--- config.mk ---
export PLATFORM = sky130hd
export DESIGN_NAME = frustum_box_cull_flat
export DESIGN_NICKNAME = d
export VERILOG_FILES = /design/src/hdl/fbc_pkg.sv /design/src/hdl/fbc_if.sv /design/src/hdl/frustum_box_cull.sv /design/src/hdl/fbc_ctrl.sv /design/src/hdl/fbc_datapath.sv /design/src/flat_wrapper.sv
export VERILOG_INCLUDE_DIRS = /design/src /design/src/hdl
export SDC_FILE = /design/constraint.sdc
export NUM_CORES = 1
export LEC_CHECK = 0
export BUFFER_PORTS_ARGS = -buffer_cell sky130_fd_sc_hd__buf_2
export CAP_MARGIN = 0
export CORE_ASPECT_RATIO = 0.5
export CORE_MARGIN = 5
export CORE_UTILIZATION = 19
export DETAILED_ROUTE_END_ITERATION = 10
export GPL_ROUTABILITY_DRIVEN = 0
export PLACE_DENSITY = 0.84
export SLEW_MARGIN = 20
export SYNTH_ARGS = -nofsm -noshare
export SYNTH_HDL_FRONTEND = slang
export SYNTH_SLANG_ARGS = --single-unit
--- constraint.sdc ---
create_clock -name clk -period 2.2 [get_ports clk]
set_input_delay 0.11 -clock clk [delete_from_list [all_inputs] [get_ports clk]]
set_output_delay 0.11 -clock clk [all_outputs]
set_load 0.01 [all_outputs]
--- src/hdl/frustum_box_cull_assert.svh ---
// Assertion macros for the frustum box cull block.
// Included by the RTL files that carry concurrent assertions; expects clk and rst_n in scope.
`ifndef FRUSTUM_BOX_CULL_ASSERT_SVH
`define FRUSTUM_BOX_CULL_ASSERT_SVH

`ifndef SYNTHESIS

// Clocked on clk, off while rst_n is low
`define FBC_ASSERT_CLK(lbl, prop, msg) \
    lbl: assert property (@(posedge clk) disable iff (!rst_n) prop) else $error(msg);

// Clocked on clk, checked during reset too
`define FBC_ASSERT_ALWAYS(lbl, prop, msg) \
    lbl: assert property (@(posedge clk) prop) else $error(msg);

`else

`define FBC_ASSERT_CLK(lbl, prop, msg)
`define FBC_ASSERT_ALWAYS(lbl, prop, msg)

`endif

`endif

--- src/hdl/fbc_pkg.sv ---
// Shared constants, types and plane decode functions of the frustum box cull block.
// No dependencies; imported by every other file of the block but the assertion header.
`default_nettype none

package fbc_pkg;

    localparam int FRAC_BITS_DEFAULT = 16;

    localparam int VAL_W      = 32;
    localparam int IDX_W      = 4;
    localparam int MAT_DEPTH  = 16;
    localparam int CHUNK_W    = 31;
    localparam int NUM_PLANES = 6;
    localparam int PLANE_W    = 3;
    localparam int AXIS_W     = 2;
    localparam int PV_W       = VAL_W + 1;
    localparam int COORD_W    = VAL_W + 2;

    localparam logic [CHUNK_W-1:0] CHUNK_RESET = 31'd65536;

    localparam logic CMD_WRITE = 1'b0;
    localparam logic CMD_TEST  = 1'b1;

    localparam logic [PLANE_W-1:0] PLANE_LEFT   = 3'd0;
    localparam logic [PLANE_W-1:0] PLANE_RIGHT  = 3'd1;
    localparam logic [PLANE_W-1:0] PLANE_BOTTOM = 3'd2;
    localparam logic [PLANE_W-1:0] PLANE_TOP    = 3'd3;
    localparam logic [PLANE_W-1:0] PLANE_NEAR   = 3'd4;
    localparam logic [PLANE_W-1:0] PLANE_FAR    = 3'd5;

    localparam logic [AXIS_W-1:0] AXIS_X = 2'd0;
    localparam logic [AXIS_W-1:0] AXIS_Y = 2'd1;
    localparam logic [AXIS_W-1:0] AXIS_Z = 2'd2;

    typedef struct packed {
        logic               mat_we;
        logic               box_load;
        logic               issue;
        logic [PLANE_W-1:0] plane;
        logic               result_load;
    } fbc_cmd_t;

    typedef struct packed {
        logic pipe_busy;
    } fbc_status_t;

    // Row 3 minus the axis row on these planes, plus on the others
    function automatic logic plane_negates(input logic [PLANE_W-1:0] plane);
        logic neg;
        unique case (plane)
            PLANE_RIGHT, PLANE_BOTTOM, PLANE_FAR: neg = 1'b1;
            default:                              neg = 1'b0;
        endcase
        return neg;
    endfunction

    function automatic logic [AXIS_W-1:0] plane_axis(input logic [PLANE_W-1:0] plane);
        return plane[PLANE_W-1:1];
    endfunction

endpackage

`default_nettype wire

--- src/hdl/fbc_if.sv ---
// Valid/ready channel interfaces of the frustum box cull block: input items and results.
// Depends on fbc_pkg for field widths.
`default_nettype none

interface fbc_item_if;
    import fbc_pkg::*;

    logic                    valid;
    logic                    ready;
    logic                    cmd;
    logic [IDX_W-1:0]        matrix_index;
    logic signed [VAL_W-1:0] matrix_value;
    logic signed [VAL_W-1:0] center_x;
    logic signed [VAL_W-1:0] center_y;
    logic signed [VAL_W-1:0] center_z;

    modport source (
        output valid, cmd, matrix_index, matrix_value, center_x, center_y, center_z,
        input  ready
    );

    modport sink (
        input  valid, cmd, matrix_index, matrix_value, center_x, center_y, center_z,
        output ready
    );
endinterface

interface fbc_result_if;
    logic valid;
    logic ready;
    logic visible;

    modport source (
        output valid, visible,
        input  ready
    );

    modport sink (
        input  valid, visible,
        output ready
    );
endinterface

`default_nettype wire

--- src/hdl/frustum_box_cull.sv ---
// Top level of the frustum box cull block: controller, datapath and channel wiring.
// Depends on fbc_pkg, fbc_if, fbc_ctrl and fbc_datapath.
//
// Frustum test of an axis-aligned box against the six clip planes of a view-projection
// matrix held in Q(FRAC_BITS) fixed point. A matrix write item (cmd 0) is taken without
// leaving idle and gives no result. A box test item (cmd 1) gives one visible bit: the six
// planes are issued in turn through a shared set of three 33x34 multipliers, the multiply
// and adder-tree stages drain, and the result register is loaded once it is free; no
// further item is accepted until it is loaded. A finished result waits in its own register;
// a following write item is still accepted while it waits. The user must write chunk_size
// through cfg_we/cfg_wdata while the block is idle, which it does not enforce; it resets to 65536.
`default_nettype none

module frustum_box_cull #(
    parameter int FRAC_BITS = fbc_pkg::FRAC_BITS_DEFAULT
) (
    input  logic                        clk,
    input  logic                        rst_n,
    input  logic                        cfg_we,
    input  logic [fbc_pkg::CHUNK_W-1:0] cfg_wdata,
    fbc_item_if.sink                    items,
    fbc_result_if.source                results
);
    import fbc_pkg::*;

    fbc_cmd_t    cmd;
    fbc_status_t status;
    logic        in_ready;
    logic        out_valid;
    logic        visible;

    fbc_ctrl u_ctrl (
        .clk       (clk),
        .rst_n     (rst_n),
        .in_valid  (items.valid),
        .in_cmd    (items.cmd),
        .in_ready  (in_ready),
        .out_valid (out_valid),
        .out_ready (results.ready),
        .cmd       (cmd),
        .status    (status)
    );

    fbc_datapath #(
        .FRAC_BITS (FRAC_BITS)
    ) u_datapath (
        .clk          (clk),
        .rst_n        (rst_n),
        .cfg_we       (cfg_we),
        .cfg_wdata    (cfg_wdata),
        .matrix_index (items.matrix_index),
        .matrix_value (items.matrix_value),
        .center_x     (items.center_x),
        .center_y     (items.center_y),
        .center_z     (items.center_z),
        .cmd          (cmd),
        .status       (status),
        .visible      (visible)
    );

    assign items.ready     = in_ready;
    assign results.valid   = out_valid;
    assign results.visible = visible;

endmodule

`default_nettype wire

--- src/hdl/fbc_ctrl.sv ---
// Controller of the frustum box cull block: accepts items, sequences the six planes, owns result valid.
// Depends on fbc_pkg and frustum_box_cull_assert.svh.
`default_nettype none
`include "frustum_box_cull_assert.svh"

module fbc_ctrl (
    input  logic                clk,
    input  logic                rst_n,
    input  logic                in_valid,
    input  logic                in_cmd,
    output logic                in_ready,
    output logic                out_valid,
    input  logic                out_ready,
    output fbc_pkg::fbc_cmd_t    cmd,
    input  fbc_pkg::fbc_status_t status
);
    import fbc_pkg::*;

    typedef enum logic [2:0] {
        S_IDLE   = 3'b001,
        S_ISSUE  = 3'b010,
        S_FINISH = 3'b100
    } state_t;

    state_t             state_reg, state_next;
    logic [PLANE_W-1:0] plane_reg, plane_next;
    logic               out_valid_reg, out_valid_next;
    logic               in_xfer;
    logic               result_free;

    assign in_ready    = (state_reg == S_IDLE);
    assign in_xfer     = in_valid && in_ready;
    assign result_free = !out_valid_reg || out_ready;
    assign out_valid   = out_valid_reg;

    always_comb
    begin
        state_next = state_reg;
        plane_next = plane_reg;
        cmd        = '0;
        unique case (state_reg)
            S_IDLE:
            begin
                if (in_xfer)
                begin
                    if (in_cmd == CMD_TEST)
                    begin
                        cmd.box_load = 1'b1;
                        state_next   = S_ISSUE;
                    end
                    else
                    begin
                        cmd.mat_we = 1'b1;
                    end
                end
            end
            S_ISSUE:
            begin
                cmd.issue = 1'b1;
                cmd.plane = plane_reg;
                if (plane_reg == PLANE_W'(NUM_PLANES - 1))
                begin
                    plane_next = '0;
                    state_next = S_FINISH;
                end
                else
                begin
                    plane_next = plane_reg + 1'b1;
                end
            end
            S_FINISH:
            begin
                // hold until the pipeline drains and the result register frees
                if (!status.pipe_busy && result_free)
                begin
                    cmd.result_load = 1'b1;
                    state_next      = S_IDLE;
                end
            end
            default:
            begin
                state_next = S_IDLE;
                plane_next = '0;
            end
        endcase

        if (cmd.result_load)
        begin
            out_valid_next = 1'b1;
        end
        else if (out_ready)
        begin
            out_valid_next = 1'b0;
        end
        else
        begin
            out_valid_next = out_valid_reg;
        end
    end

    always_ff @(posedge clk or negedge rst_n)
    begin
        if (!rst_n)
        begin
            state_reg     <= S_IDLE;
            plane_reg     <= '0;
            out_valid_reg <= 1'b0;
        end
        else
        begin
            state_reg     <= state_next;
            plane_reg     <= plane_next;
            out_valid_reg <= out_valid_next;
        end
    end

    `FBC_ASSERT_CLK(a_plane_range, cmd.issue |-> (cmd.plane < PLANE_W'(NUM_PLANES)), "plane out of range")
    `FBC_ASSERT_CLK(a_test_starts, (in_xfer && in_cmd == CMD_TEST) |=> (state_reg == S_ISSUE), "test did not start")
    `FBC_ASSERT_CLK(a_all_planes, $rose(state_reg == S_FINISH) |-> ($past(plane_reg) == PLANE_W'(NUM_PLANES - 1)), "planes skipped")
    `FBC_ASSERT_CLK(a_idle_empty, (state_reg == S_IDLE) |-> !status.pipe_busy, "pipeline busy while idle")
    `FBC_ASSERT_ALWAYS(a_idle_plane, (state_reg == S_IDLE) |-> (plane_reg == '0), "plane counter not cleared")

endmodule

`default_nettype wire

--- src/hdl/fbc_datapath.sv ---
// Datapath of the frustum box cull block: matrix and chunk size registers, box corners,
// plane select, shared multipliers and sign test. Depends on fbc_pkg.
`default_nettype none

module fbc_datapath #(
    parameter int FRAC_BITS = fbc_pkg::FRAC_BITS_DEFAULT
) (
    input  logic                              clk,
    input  logic                              rst_n,
    input  logic                              cfg_we,
    input  logic [fbc_pkg::CHUNK_W-1:0]       cfg_wdata,
    input  logic [fbc_pkg::IDX_W-1:0]         matrix_index,
    input  logic signed [fbc_pkg::VAL_W-1:0]  matrix_value,
    input  logic signed [fbc_pkg::VAL_W-1:0]  center_x,
    input  logic signed [fbc_pkg::VAL_W-1:0]  center_y,
    input  logic signed [fbc_pkg::VAL_W-1:0]  center_z,
    input  fbc_pkg::fbc_cmd_t                 cmd,
    output fbc_pkg::fbc_status_t              status,
    output logic                              visible
);
    import fbc_pkg::*;

    localparam int PROD_W = PV_W + COORD_W;
    localparam int SUM_W  = PROD_W + 2;

    logic [CHUNK_W-1:0]        chunk_reg;
    logic signed [VAL_W-1:0]   mat_reg [MAT_DEPTH];

    logic signed [COORD_W-1:0] lo_reg [3];
    logic signed [COORD_W-1:0] hi_reg [3];
    logic signed [COORD_W-1:0] lo_next [3];
    logic signed [COORD_W-1:0] hi_next [3];

    logic signed [PV_W-1:0]    p_next [4];
    logic signed [COORD_W-1:0] coord_next [3];
    logic signed [PV_W-1:0]    p1_reg [4];
    logic signed [COORD_W-1:0] c1_reg [3];
    logic signed [PROD_W-1:0]  prod_reg [3];
    logic signed [SUM_W-1:0]   w2_reg;
    logic signed [SUM_W-1:0]   s01_reg;
    logic signed [SUM_W-1:0]   s23_reg;
    logic signed [SUM_W-1:0]   total;

    logic v1_reg, v2_reg, v3_reg;
    logic cull_reg, cull_next;
    logic visible_reg;

    logic signed [COORD_W-1:0] cx2, cy2, cz2, cs_ext;
    logic [AXIS_W-1:0]         axis;
    logic                      neg;

    // doubled box corners
    always_comb
    begin
        cx2    = COORD_W'(center_x) <<< 1;
        cy2    = COORD_W'(center_y) <<< 1;
        cz2    = COORD_W'(center_z) <<< 1;
        cs_ext = COORD_W'(chunk_reg);
        lo_next[0] = cx2 - cs_ext;
        hi_next[0] = cx2 + cs_ext;
        lo_next[1] = cy2;
        hi_next[1] = cy2 + (cs_ext <<< 1);
        lo_next[2] = cz2 - cs_ext;
        hi_next[2] = cz2 + cs_ext;
    end

    // plane coefficients and maximizing corner for the issued plane
    always_comb
    begin
        logic signed [PV_W-1:0] a;
        logic signed [PV_W-1:0] b;
        axis = plane_axis(cmd.plane);
        neg  = plane_negates(cmd.plane);
        for (int c = 0; c < 4; c++)
        begin
            a = PV_W'(mat_reg[IDX_W'(c * 4 + 3)]);
            unique case (axis)
                AXIS_X:  b = PV_W'(mat_reg[IDX_W'(c * 4)]);
                AXIS_Y:  b = PV_W'(mat_reg[IDX_W'(c * 4 + 1)]);
                AXIS_Z:  b = PV_W'(mat_reg[IDX_W'(c * 4 + 2)]);
                default: b = PV_W'(mat_reg[IDX_W'(c * 4 + 2)]);
            endcase
            p_next[c] = neg ? (a - b) : (a + b);
        end
        for (int c = 0; c < 3; c++)
        begin
            coord_next[c] = p_next[c][PV_W-1] ? lo_reg[c] : hi_reg[c];
        end
    end

    assign total = s01_reg + s23_reg;

    always_comb
    begin
        cull_next = cull_reg;
        if (cmd.box_load)
        begin
            cull_next = 1'b0;
        end
        else if (v3_reg && total[SUM_W-1])
        begin
            cull_next = 1'b1;
        end
    end

    always_ff @(posedge clk or negedge rst_n)
    begin
        if (!rst_n)
        begin
            chunk_reg <= CHUNK_RESET;
            for (int i = 0; i < MAT_DEPTH; i++)
            begin
                mat_reg[i] <= '0;
            end
            v1_reg   <= 1'b0;
            v2_reg   <= 1'b0;
            v3_reg   <= 1'b0;
            cull_reg <= 1'b0;
        end
        else
        begin
            if (cfg_we)
            begin
                chunk_reg <= cfg_wdata;
            end
            if (cmd.mat_we)
            begin
                mat_reg[matrix_index] <= matrix_value;
            end
            v1_reg   <= cmd.issue;
            v2_reg   <= v1_reg;
            v3_reg   <= v2_reg;
            cull_reg <= cull_next;
        end
    end

    always_ff @(posedge clk)
    begin
        if (cmd.box_load)
        begin
            for (int c = 0; c < 3; c++)
            begin
                lo_reg[c] <= lo_next[c];
                hi_reg[c] <= hi_next[c];
            end
        end
        if (cmd.issue)
        begin
            for (int c = 0; c < 4; c++)
            begin
                p1_reg[c] <= p_next[c];
            end
            for (int c = 0; c < 3; c++)
            begin
                c1_reg[c] <= coord_next[c];
            end
        end
        for (int c = 0; c < 3; c++)
        begin
            prod_reg[c] <= p1_reg[c] * c1_reg[c];
        end
        w2_reg  <= SUM_W'(p1_reg[3]) <<< (FRAC_BITS + 1);
        s01_reg <= SUM_W'(prod_reg[0]) + SUM_W'(prod_reg[1]);
        s23_reg <= SUM_W'(prod_reg[2]) + w2_reg;
        if (cmd.result_load)
        begin
            visible_reg <= ~cull_reg;
        end
    end

    assign status.pipe_busy = v1_reg || v2_reg || v3_reg;
    assign visible          = visible_reg;

endmodule

`default_nettype wire

--- src/flat_wrapper.sv ---
// flat-port wrapper written by rule: the top's interface ports become plain ports
module frustum_box_cull_flat import fbc_pkg::*;
#(
    parameter int FRAC_BITS = fbc_pkg::FRAC_BITS_DEFAULT
)
  (clk, rst_n, cfg_we, cfg_wdata, items_valid, items_cmd, items_matrix_index, items_matrix_value, items_center_x, items_center_y, items_center_z, items_ready, results_valid, results_visible, results_ready);
  fbc_item_if items_i ();
  fbc_result_if results_i ();
  input  logic clk;
  input  logic rst_n;
  input  logic cfg_we;
  input  logic [fbc_pkg::CHUNK_W-1:0] cfg_wdata;
  input wire logic [$bits(items_i.valid)-1:0] items_valid;
  input wire logic [$bits(items_i.cmd)-1:0] items_cmd;
  input wire logic [$bits(items_i.matrix_index)-1:0] items_matrix_index;
  input wire logic [$bits(items_i.matrix_value)-1:0] items_matrix_value;
  input wire logic [$bits(items_i.center_x)-1:0] items_center_x;
  input wire logic [$bits(items_i.center_y)-1:0] items_center_y;
  input wire logic [$bits(items_i.center_z)-1:0] items_center_z;
  output wire logic [$bits(items_i.ready)-1:0] items_ready;
  output wire logic [$bits(results_i.valid)-1:0] results_valid;
  output wire logic [$bits(results_i.visible)-1:0] results_visible;
  input wire logic [$bits(results_i.ready)-1:0] results_ready;
  assign items_i.valid = items_valid;
  assign items_i.cmd = items_cmd;
  assign items_i.matrix_index = items_matrix_index;
  assign items_i.matrix_value = items_matrix_value;
  assign items_i.center_x = items_center_x;
  assign items_i.center_y = items_center_y;
  assign items_i.center_z = items_center_z;
  assign items_ready = items_i.ready;
  assign results_valid = results_i.valid;
  assign results_visible = results_i.visible;
  assign results_i.ready = results_ready;
  frustum_box_cull #(.FRAC_BITS(FRAC_BITS)) u_core (.clk(clk), .rst_n(rst_n), .cfg_we(cfg_we), .cfg_wdata(cfg_wdata), .items(items_i), .results(results_i));
endmodule
== After elaboration in Yosys (flattened, before gate mapping) ==
Memories as Yosys holds them, arrays and structs flattened. A register that Yosys moved wholly into a read port is not among the register bits.
Cells that the tools add are included.

* $add $sub $neg: 13
* Multiply operators: 3
* Divide/modulo/power cells: 0
* $lt $le $gt $ge: 2
* Equality and inequality tests: 12
* Shifts and indexed selects: 0
* Multiplexer cells: 32
* Bitwise logic cells: 2
* Reduce and logical (&&, ||, !) cells: 15

{| class="wikitable"
|+ Operators with widths
! cell !! count
|-
| 512-bit bitwise mux || 1
|-
| 33-bit by 34-bit multiplier with 67-bit output || 3
|-
| 33-bit one-hot mux with 2 select lines || 2
|-
| 32-bit demux with 4-bit select || 1
|-
| 68-bit by 68-bit adder with 69-bit output || 1
|-
| 33-bit by 32-bit adder with 34-bit output || 2
|-
| 67-bit by 50-bit adder with 68-bit output || 1
|-
| 67-bit by 67-bit adder with 68-bit output || 1
|-
| 34-bit 2-to-1 mux || 2
|-
| 33-bit by 32-bit subtractor with 34-bit output || 2
|-
| 32-bit by 33-bit adder with 33-bit output || 2
|-
| 33-bit 2-to-1 mux || 2
|-
| 32-bit by 33-bit subtractor with 33-bit output || 2
|-
| 33-bit by 33-bit adder with 34-bit output || 1
|-
| 32-bit 2-to-1 mux || 1
|-
| 3-bit 2-to-1 mux || 5
|-
| 1-bit 2-to-1 mux || 13
|-
| 3-bit == test (second input constant) || 3
|-
| 3-bit one-hot mux with 3 select lines || 1
|-
| 3-bit by 1-bit == test with 1-bit output (second input constant) || 2
|-
| 3-bit by 2-bit == test with 1-bit output (second input constant) || 2
|-
| 2-bit inequality test (second input constant) || 3
|-
| 3-bit one-hot mux with 2 select lines || 1
|-
| 5-bit greater-or-equal comparator (second input constant) || 1
|-
| 16 further kinds || 24
|}

* Flip-flop bits (word level): 691
* Latch bits: 0
* Bits in writable memories: 639
* Memory bits (read-only): 0
* Input port bits: 169
* Output and inout bits: 3
* Word-level logic and storage cells: 111
* Memories: 5

{| class="wikitable"
|+ Memory list
! memory !! words !! width !! rd ports !! clocked after memory_dff !! wr ports !! RTL line !! text
|-
| u_core.u_datapath.prod_reg || 3 || 67 || 3 || 0 || 3 || fbc_datapath.sv:38 || <nowiki>logic signed [PROD_W-1:0] prod_reg [3];</nowiki>
|-
| u_core.u_datapath.p1_reg || 4 || 33 || 4 || 1 || 4 || fbc_datapath.sv:36 || <nowiki>logic signed [PV_W-1:0] p1_reg [4];</nowiki>
|-
| u_core.u_datapath.c1_reg || 3 || 34 || 3 || 0 || 3 || fbc_datapath.sv:37 || <nowiki>logic signed [COORD_W-1:0] c1_reg [3];</nowiki>
|-
| u_core.u_datapath.hi_reg || 3 || 34 || 3 || 0 || 3 || fbc_datapath.sv:30 || <nowiki>logic signed [COORD_W-1:0] hi_reg [3];</nowiki>
|-
| u_core.u_datapath.lo_reg || 3 || 34 || 2 || 0 || 3 || fbc_datapath.sv:29 || <nowiki>logic signed [COORD_W-1:0] lo_reg [3];</nowiki>
|}

== Depth between registers and ports, before layout ==
Gate-level depths: netlist of the first run.

* Depth in word-level cells: 7
* Gate-level depth with buffers: 4
* Gate-level depth less buffers: 3

== Modules after synthesis ==
From an unflattened synthesis of the first run, not the netlist that was laid out.

* Cell total of the unflattened synthesis: 51
* Area, all modules: 564.3 sq um

{| class="wikitable"
|+ By module, submodules not included
! module !! times used !! cells an instance !! area each (sq um) !! seq. area each (sq um)
|-
| fbc_ctrl || 1 || 43 || 417.9 || 176.4
|-
| fbc_datapath || 1 || 8 || 146.4 || 130.1
|}

== Worst setup path after synthesis of the first run ==
Ideal clock, no wire load.

* Kind: flip-flop to flip-flop
* Start: reg u_core.u_ctrl.out_valid_reg (netlist: u_core.u_ctrl.out_valid)
* End: reg u_core.u_datapath.visible_reg (netlist: u_core.u_datapath.visible), enable pin
* Library setup time: 0.299 ns
* Arrival time: 1.065 ns
* Data required time: 1.901 ns
* Setup slack: 0.836 ns
* Cell stages (with the launch flop): 4
* Buffers on the path: 0
* Period minus slack after synthesis: 1.364 ns
* Path through: dfrtp_1 > nor2b_4 > or4_4 > nor2_1

{| class="wikitable"
|+ RTL lines
! item !! RTL line !! text
|-
| start: declaration || fbc_ctrl.sv:27 || <nowiki>logic out_valid_reg, out_valid_next;</nowiki>
|-
| start signal: assignment || fbc_ctrl.sv:113 || <nowiki>out_valid_reg <= out_valid_next;</nowiki>
|-
| end signal: assignment || fbc_datapath.sv:167 || <nowiki>visible_reg <= ~cull_reg;</nowiki>
|-
| end: declaration || fbc_datapath.sv:46 || <nowiki>logic visible_reg;</nowiki>
|}

==> results of run 1 <==
[Yosys cell counts]
cell type	instances	area, um2
dfrtp_1	10	250
nor2b_1	7	43.8
o21ai_0	5	25.0
a21oi_1	3	15.0
inv_1	3	11.3
nand2_1	3	11.3
nor2_1	3	11.3
nand2b_1	2	12.5
a31oi_1	1	6.26
a32o_1	1	10.0
buf_2	1	5.00
dfstp_2	1	26.3
edfxtp_1	1	30.0
mux2i_1	1	10.0
nand3_1	1	5.00
nand4b_1	1	8.76
nor2b_4	1	13.8
nor3b_2	1	12.5
o21bai_1	1	7.51
o22a_1	1	8.76
o22ai_1	1	6.26
or4_4	1	11.3
[where the power goes]
group	switching, mW	internal (mW)	total [mW]	leakage [nW]
Clock	0.0796	0.158	0.238	0.0288
Sequential	0.0145	0.235	0.249	0.157
Combinational	0.0248	0.0242	0.0490	0.115
[worst reg2reg max path, cell delays in order, from the launching register on]
cell     delay (ps)
dfrtp_1         370
or4_4           570
nor2_1          140
[per-stage QoR]
stage	setup slack, ps	std cells	area, um2	power (mW)	util
final	835	98	683	0.536	0.256
after global routing	796	98	683	0.564	0.256
after CTS	832	98	683	0.544	0.256
after detailed placement	839	93	618	0.300	0.232
after global placement	841	93	618	0.298	0.232
after floorplan	836	50	542	0.282	-
[final timing paths]
path | to | slack, ps
worst min-delay path | u_core.u_datapath.cull_reg | 70
worst min register to register | u_core.u_datapath.v3_reg | 380
worst max register to register | u_core.u_datapath.visible | 840
max in group asynchronous | u_core.u_ctrl.state_reg[0] | 1660
min in group asynchronous | u_core.u_ctrl.out_valid | 280
worst max-delay path | u_core.u_datapath.visible | 840
[logic make-up (layout without fill, tap and decap cells)]
| logic type | Yosys count | count (layout) | synth area share |
|---|---|---|---|
| AO/OA/AOI/OAI | 13 | 13 | 0.146 |
| buffers and inverters | 4 | 15 | 0.0300 |
| flip-flops | 12 | 12 | 0.566 |
| multiplexers | 1 | 1 | 0.0185 |
| AND/OR/NAND/NOR | 20 | 20 | 0.240 |
[metal layers]
metal | up-vias | part of all wire | global-route usage
met5 | - | 0 | 0
met1 | 183 | 0.45 | 0.0577
met3 | 3 | 0.033 | 0.0258
met4 | 0 | 0.011 | 0.0284
met2 | 5 | 0.50 | 0.105
li1 | 193 | - | -
[layout make-up]
class	count	area share
tap	37	0.0678
inverter	3	0.0165
sequential	12	0.449
clock buffer	4	0.0806
timing repair buffer	8	0.0659
multi-input combinational	34	0.321
==> flow_summary_export.csv, run 1 <==
group,metric,value,unit
run_status,status,"complete, no violations",
power_and_ir_drop,p_leak,0.302,nW
detailed_routing,first_pass_iters,3,
clock_tree,h-tree-depth,1,
clock_tree,cts_buffers,3,
floorplanning,dieArea,4080,um2
floorplanning,ios,172,
critical_path,crit_buf_inv,0,
timing,finalCriticalPeriod,1360,ps
timing,fin_tns_setup,0,ps
job,cap_violations,0,
detailed_routing,vias,384,
final_layout,syn2layout_area_growth,26.1,%
clock_tree,insertion_delay,240,ps
critical_path,crit_arrival,1320,ps
timing,max_freq,733,MHz
synth,synth-seq-cells,12,
critical_path,cp-startpoint,"u_core.u_datapath.v2_reg",
global_routing,grt_start_max_net_pins,12,
synth,synth.avg_cell_area,10.8,um2
critical_path,cp_slowest_cell,"or4_4",
global_routing,grt_usage,0.0568,
clock_tree,clk_path_buf_depth,2,
critical_path,critPathMaxFanout,4,
critical_path,critPathKind,"reg2reg",
floorplanning,core_area,2670,um2
synth,synth.cell_area,542,um2
final_layout,seqCellArea,307,um2
hold_path,min_delay_path_depth,2,
critical_path,regToRegStartpoint,"u_core.u_datapath.v2_reg",
hold_path,hold_start,"items_valid",
clock_tree,cts_setup_buffers,0,
global_routing,antenna_found_initial,0,
hold_path,min_path_type,"in2reg",
detailed_routing,postRouteWirelength,968,um
clock_tree,ctsHoldBuffers,1,
synth,syn-num-nets,219,
detailed_routing,drc,0,
power_and_ir_drop,power_density,784,nW/um2
critical_path,endpoint_kind,"flop",
critical_path,path_cells,"or4_4 -> nor2_1",
clock_tree,clk_pin_slew,50,ps
final_layout,fill_cells,297,
synth,yosys_warnings,0,
power_and_ir_drop,peakVddDrop,0.237,mV
final_layout,layout_commonest_cell,"dfrtp_1",
floorplanning,start_util,0.203,
clock_tree,cts.repair.resized,0,
global_routing,grt_pass1_wl,1.72,mm
critical_path,rr_worst_depth,2,
timing,slew_headroom,0.797,
final_layout,layout_common_cells,"10 x dfrtp_1, 7 x nor2b_1, 7 x buf_2",
detailed_routing,viasPerCell,3.92,
timing,drv_slew,0,
clock_tree,cts_tree,"built",
final_layout,drive_gt1_frac,0.246,
timing,final_hold_viol_count,0,
final_layout,multi_input_area,219,um2
timing,whs,72.2,ps
critical_path,cp.depth,2,
critical_path,start_kind,"flop",
global_routing,grt_pass1_vias,403,
critical_path,critPathMaxStageDelay,570,ps
detailed_routing,drtIter0Drc,22,
global_routing,grt_overflow,0,
timing,min_period_over_period,0.620,
clock_tree,clkSinkCount,12,
synth,synthCells,50,
floorplanning,num_rows,13,
floorplanning,die_h,47.8,um
timing,rsz0062_at_grt,"false",
clock_tree,cts_root_buffer,"clkbuf_8",
timing,fin_skew,1.49,ps
timing,worst_slew_pin_slew,305,ps
timing,setup_viol,0,
detailed_routing,wl_per_cell,9.88,um
critical_path,crit_family,"simple AND/OR/NAND/NOR gates",
synth,seq_area_frac_synth,0.566,
final_layout,nets,231,
synth,yosysUniqueCellTypes,22,
place,io_buffers,7,
final_layout,diodes,0,
floorplanning,die_w,85.5,um
detailed_routing,ant_nets,0,
critical_path,cp_data_required_time,2150,ps
place,dp_hpwl,721,um
No activity file was read; power rests on OpenSTA's default activity.
==> inputs of run 2 (changes only) <==
--- a/config.mk
+++ b/config.mk
@@ -6,14 +6,15 @@
 export SDC_FILE = /design/constraint.sdc
 export NUM_CORES = 1
 export LEC_CHECK = 0
+export ABC_AREA = 1
 export BUFFER_PORTS_ARGS = -buffer_cell sky130_fd_sc_hd__buf_2
 export CAP_MARGIN = 0
 export CORE_ASPECT_RATIO = 0.5
 export CORE_MARGIN = 5
-export CORE_UTILIZATION = 19
+export CORE_UTILIZATION = 16
 export DETAILED_ROUTE_END_ITERATION = 10
 export GPL_ROUTABILITY_DRIVEN = 0
-export PLACE_DENSITY = 0.84
+export PLACE_DENSITY = 0.77
 export SLEW_MARGIN = 20
 export SYNTH_ARGS = -nofsm -noshare
 export SYNTH_HDL_FRONTEND = slang
==> constraint.sdc (replaced) <==
create_clock -name clk -period 1.15 [get_ports clk]
set_input_delay 0.0575 -clock clk [delete_from_list [all_inputs] [get_ports clk]]
set_output_delay 0.0575 -clock clk [all_outputs]
set_load 0.01 [all_outputs]
==> run 2 against run 1 <==
Effect of this change:
- wire length shrank 2.8%
- final cell count grew 10%
- area after synthesis shrank 3.0%
- via count grew 1.8%
- synthesized cell count grew 6.0%
- critical path type is now reg2out
- critical endpoint is now items_ready
==> flow_summary_export.csv, run 2 <==
group,metric,value,unit
final_layout,drive_gt1_frac,0.382,
floorplanning,die_w,91.1,um
floorplanning,start_util,0.170,
final_layout,syn2layout_area_growth,33.6,%
power_and_ir_drop,p_comb_frac,0.363,
critical_path,crit_buf_inv,2,
job,cap_violations,0,
global_routing,grt_pass1_vias,332,
clock_tree,h-tree-depth,1,
synth,yosys_warnings,0,
run_status,status,"complete, no violations",
critical_path,critPathMaxStageDelay,570,ps
detailed_routing,wl_per_cell,8.71,um
power_and_ir_drop,p_leak,0.331,nW
clock_tree,cts_tree,"built",
final_layout,diodes,0,
detailed_routing,ant_nets,0,
power_and_ir_drop,clkPwrFrac,0.249,
global_routing,grt_start_max_net_pins,12,
critical_path,endpoint_kind,"output pin",
place,dp_hpwl,632,um
synth,synth-seq-cells,12,
floorplanning,dieArea,4600,um2
clock_tree,clkSinkCount,12,
synth,seq_area_frac_synth,0.583,
timing,drv_slew,0,
synth,yosysUniqueCellTypes,19,
floorplanning,ios,172,
timing,setup_viol,0,
power_and_ir_drop,p_total,1.58,mW
floorplanning,core_area,3080,um2
final_layout,stdcell_count,108,
global_routing,grt_usage,0.0422,
timing,fin_skew,9.17,ps
place,io_buffers,7,
timing,slew_headroom,0.838,
final_layout,layout_commonest_cell,"nand2_1",
final_layout,fill_cells,322,
power_and_ir_drop,pwr-share-seq,0.387,
hold_path,min_path_type,"in2reg",
detailed_routing,drc,0,
floorplanning,num_rows,14,
floorplanning,die_h,50.5,um
critical_path,crit_arrival,1080,ps
clock_tree,clk_path_buf_depth,2,
synth,netlist_top_cells_count,"11 x nand2_1, 10 x dfrtp_1, 7 x inv_1",
synth,synth.cell_area,526,um2
clock_tree,insertion_delay,240,ps
power_and_ir_drop,p_int,1.05,mW
synth,postSynth.asyncResetShare,0.917,
critical_path,cp_slowest_cell,"dfstp_2",
synth,synth_area_leaders,"dfrtp_1 48%, nand2_1 7.9%, edfxtp_1 5.7%, dfstp_2 5.0%, inv_1 5.0%",
synth,synth-edff-count,1,
place,dp_cells,100,
timing,finalCriticalPeriod,1140,ps
detailed_routing,postRouteWirelength,941,um
detailed_routing,drtIter0Drc,31,
timing,worst_slew_pin_slew,242,ps
critical_path,reg2reg_slack,30,ps
critical_path,path_cells,"nand3_4 -> inv_2 -> buf_6",
synth,synthCells,53,
global_routing,grt_pass1_wl,1.41,mm
power_and_ir_drop,switching_share,0.338,
timing,min_period_over_period,0.988,
power_and_ir_drop,p_sw,0.536,mW
clock_tree,cts_buffers,3,
global_routing,grt_overflow,0,
timing,final_hold_viol_count,0,
synth,synth.avg_cell_area,9.92,um2
synth,yosysMostFrequentCell,"nand2_1",
critical_path,crit_family,"flip-flops",
clock_tree,cts_root_buffer,"clkbuf_8",
detailed_routing,first_pass_iters,4,
synth,syn-num-nets,222,
synth,synth_top_area_cell,"dfrtp_1",
critical_path,critPathKind,"reg2out",
global_routing,antenna_found_initial,0,
critical_path,critPathMaxFanout,3,
synth,synthFlopType,"dfrtp_1",
detailed_routing,viasPerCell,3.62,
timing,rsz0062_at_grt,"true",
final_layout,nets,238,
clock_tree,clk_pin_slew,50,ps
synth,netlist.area_leader.share,0.476,
power_and_ir_drop,peakVddDrop,0.486,mV
critical_path,cp_data_required_time,1090,ps
power_and_ir_drop,power_density,2250,nW/um2
detailed_routing,vias,391,
critical_path,start_kind,"flop",
final_layout,layout_common_cells,"11 x nand2_1, 10 x dfrtp_1, 6 x inv_1, 6 x buf_2, 4 x inv_2",
timing,max_freq,880,MHz
==> run 2: cell types whose count changed after synthesis, moves of 3 or more <==
cell,before,now
a21oi_1,3,0
inv_1,3,7
nand2_2,0,3
nor2b_1,7,0
inv_2,0,3
nand2_1,3,11
==> run 2: repair_timing <==
action	in CTS	in global routing
buffers inserted	2	1
endpoints found under the setup margin	1	4
endpoints found under the hold margin	11	0
pin swaps	0	2
hold buffers	1	0
resized for setup	2	1
==> run 2: final timing paths <==
| check | end | from | cells after the start |
|---|---|---|---|
| max | items_ready | u_core.u_ctrl.state_reg[0] | 3 |
| min | u_core.u_datapath.cull_reg | items_valid | 2 |
| max reg2reg | u_core.u_datapath.visible | u_core.u_ctrl.state_reg[2] | 4 |
| min reg2reg | u_core.u_datapath.v2_reg | u_core.u_datapath.v1_reg | 0 |
| max in group asynchronous | u_core.u_ctrl.state_reg[0] | rst_n | 2 |
| min in group asynchronous | u_core.u_ctrl.out_valid | rst_n | 2 |
==> run 2: cell families (layout without fill, tap and decap cells) <==
family          after synthesis  after routing  synth area share
compound gates                8              8            0.0976
xor+xnor                      1              1            0.0167
buf+inv                      10             25            0.0714
flops                        12             12             0.583
simple gates                 22             22             0.231
==> run 2: power by group through the flow <==
stage	Clock [mW]	Combinational, mW	Sequential (mW)
4_1_cts	0.401	0.537	0.612
5_1_grt	0.429	0.631	0.625
2_1_floorplan	0	0.309	0.610
6_report	0.394	0.575	0.613
3_3_place_gp	0	0.397	0.616
3_5_place_dp	0	0.406	0.623
==> run 2: area by class of cell <==
cell class	count	area [um2]	area share
sequential	12	307	0.437
multi-input combinational	31	189	0.269
timing repair buffer	11	73.8	0.105
tap	40	50.0	0.0713
clock buffer	4	45.0	0.0642
inverter	10	37.5	0.0535
==> run 2: routing by layer <==
| metal | track usage | vias to the layer above | share of wire |
|---|---|---|---|
| met5 | 0 | - | 0 |
| met4 | 0.0512 | 0 | 0.034 |
| met3 | 0.0134 | 3 | 0.018 |
| met2 | 0.0682 | 5 | 0.55 |
| met1 | 0.0404 | 187 | 0.40 |
| li1 | - | 196 | - |
==> run 2: per-stage QoR <==
stage	worst slack [ps]	instance area, um2	TNS [ps]	hold WS, ps	utilization
6_report	13.6	702	0	6.58	0.228
5_1_grt	-22.9	702	-66.0	5.68	0.228
4_1_cts	2.52	694	0	2.77	0.225
3_5_place_dp	64.9	611	0	-64.3	0.198
3_3_place_gp	80.1	611	0	-68.6	0.198
2_1_floorplan	105	526	0	-238	-
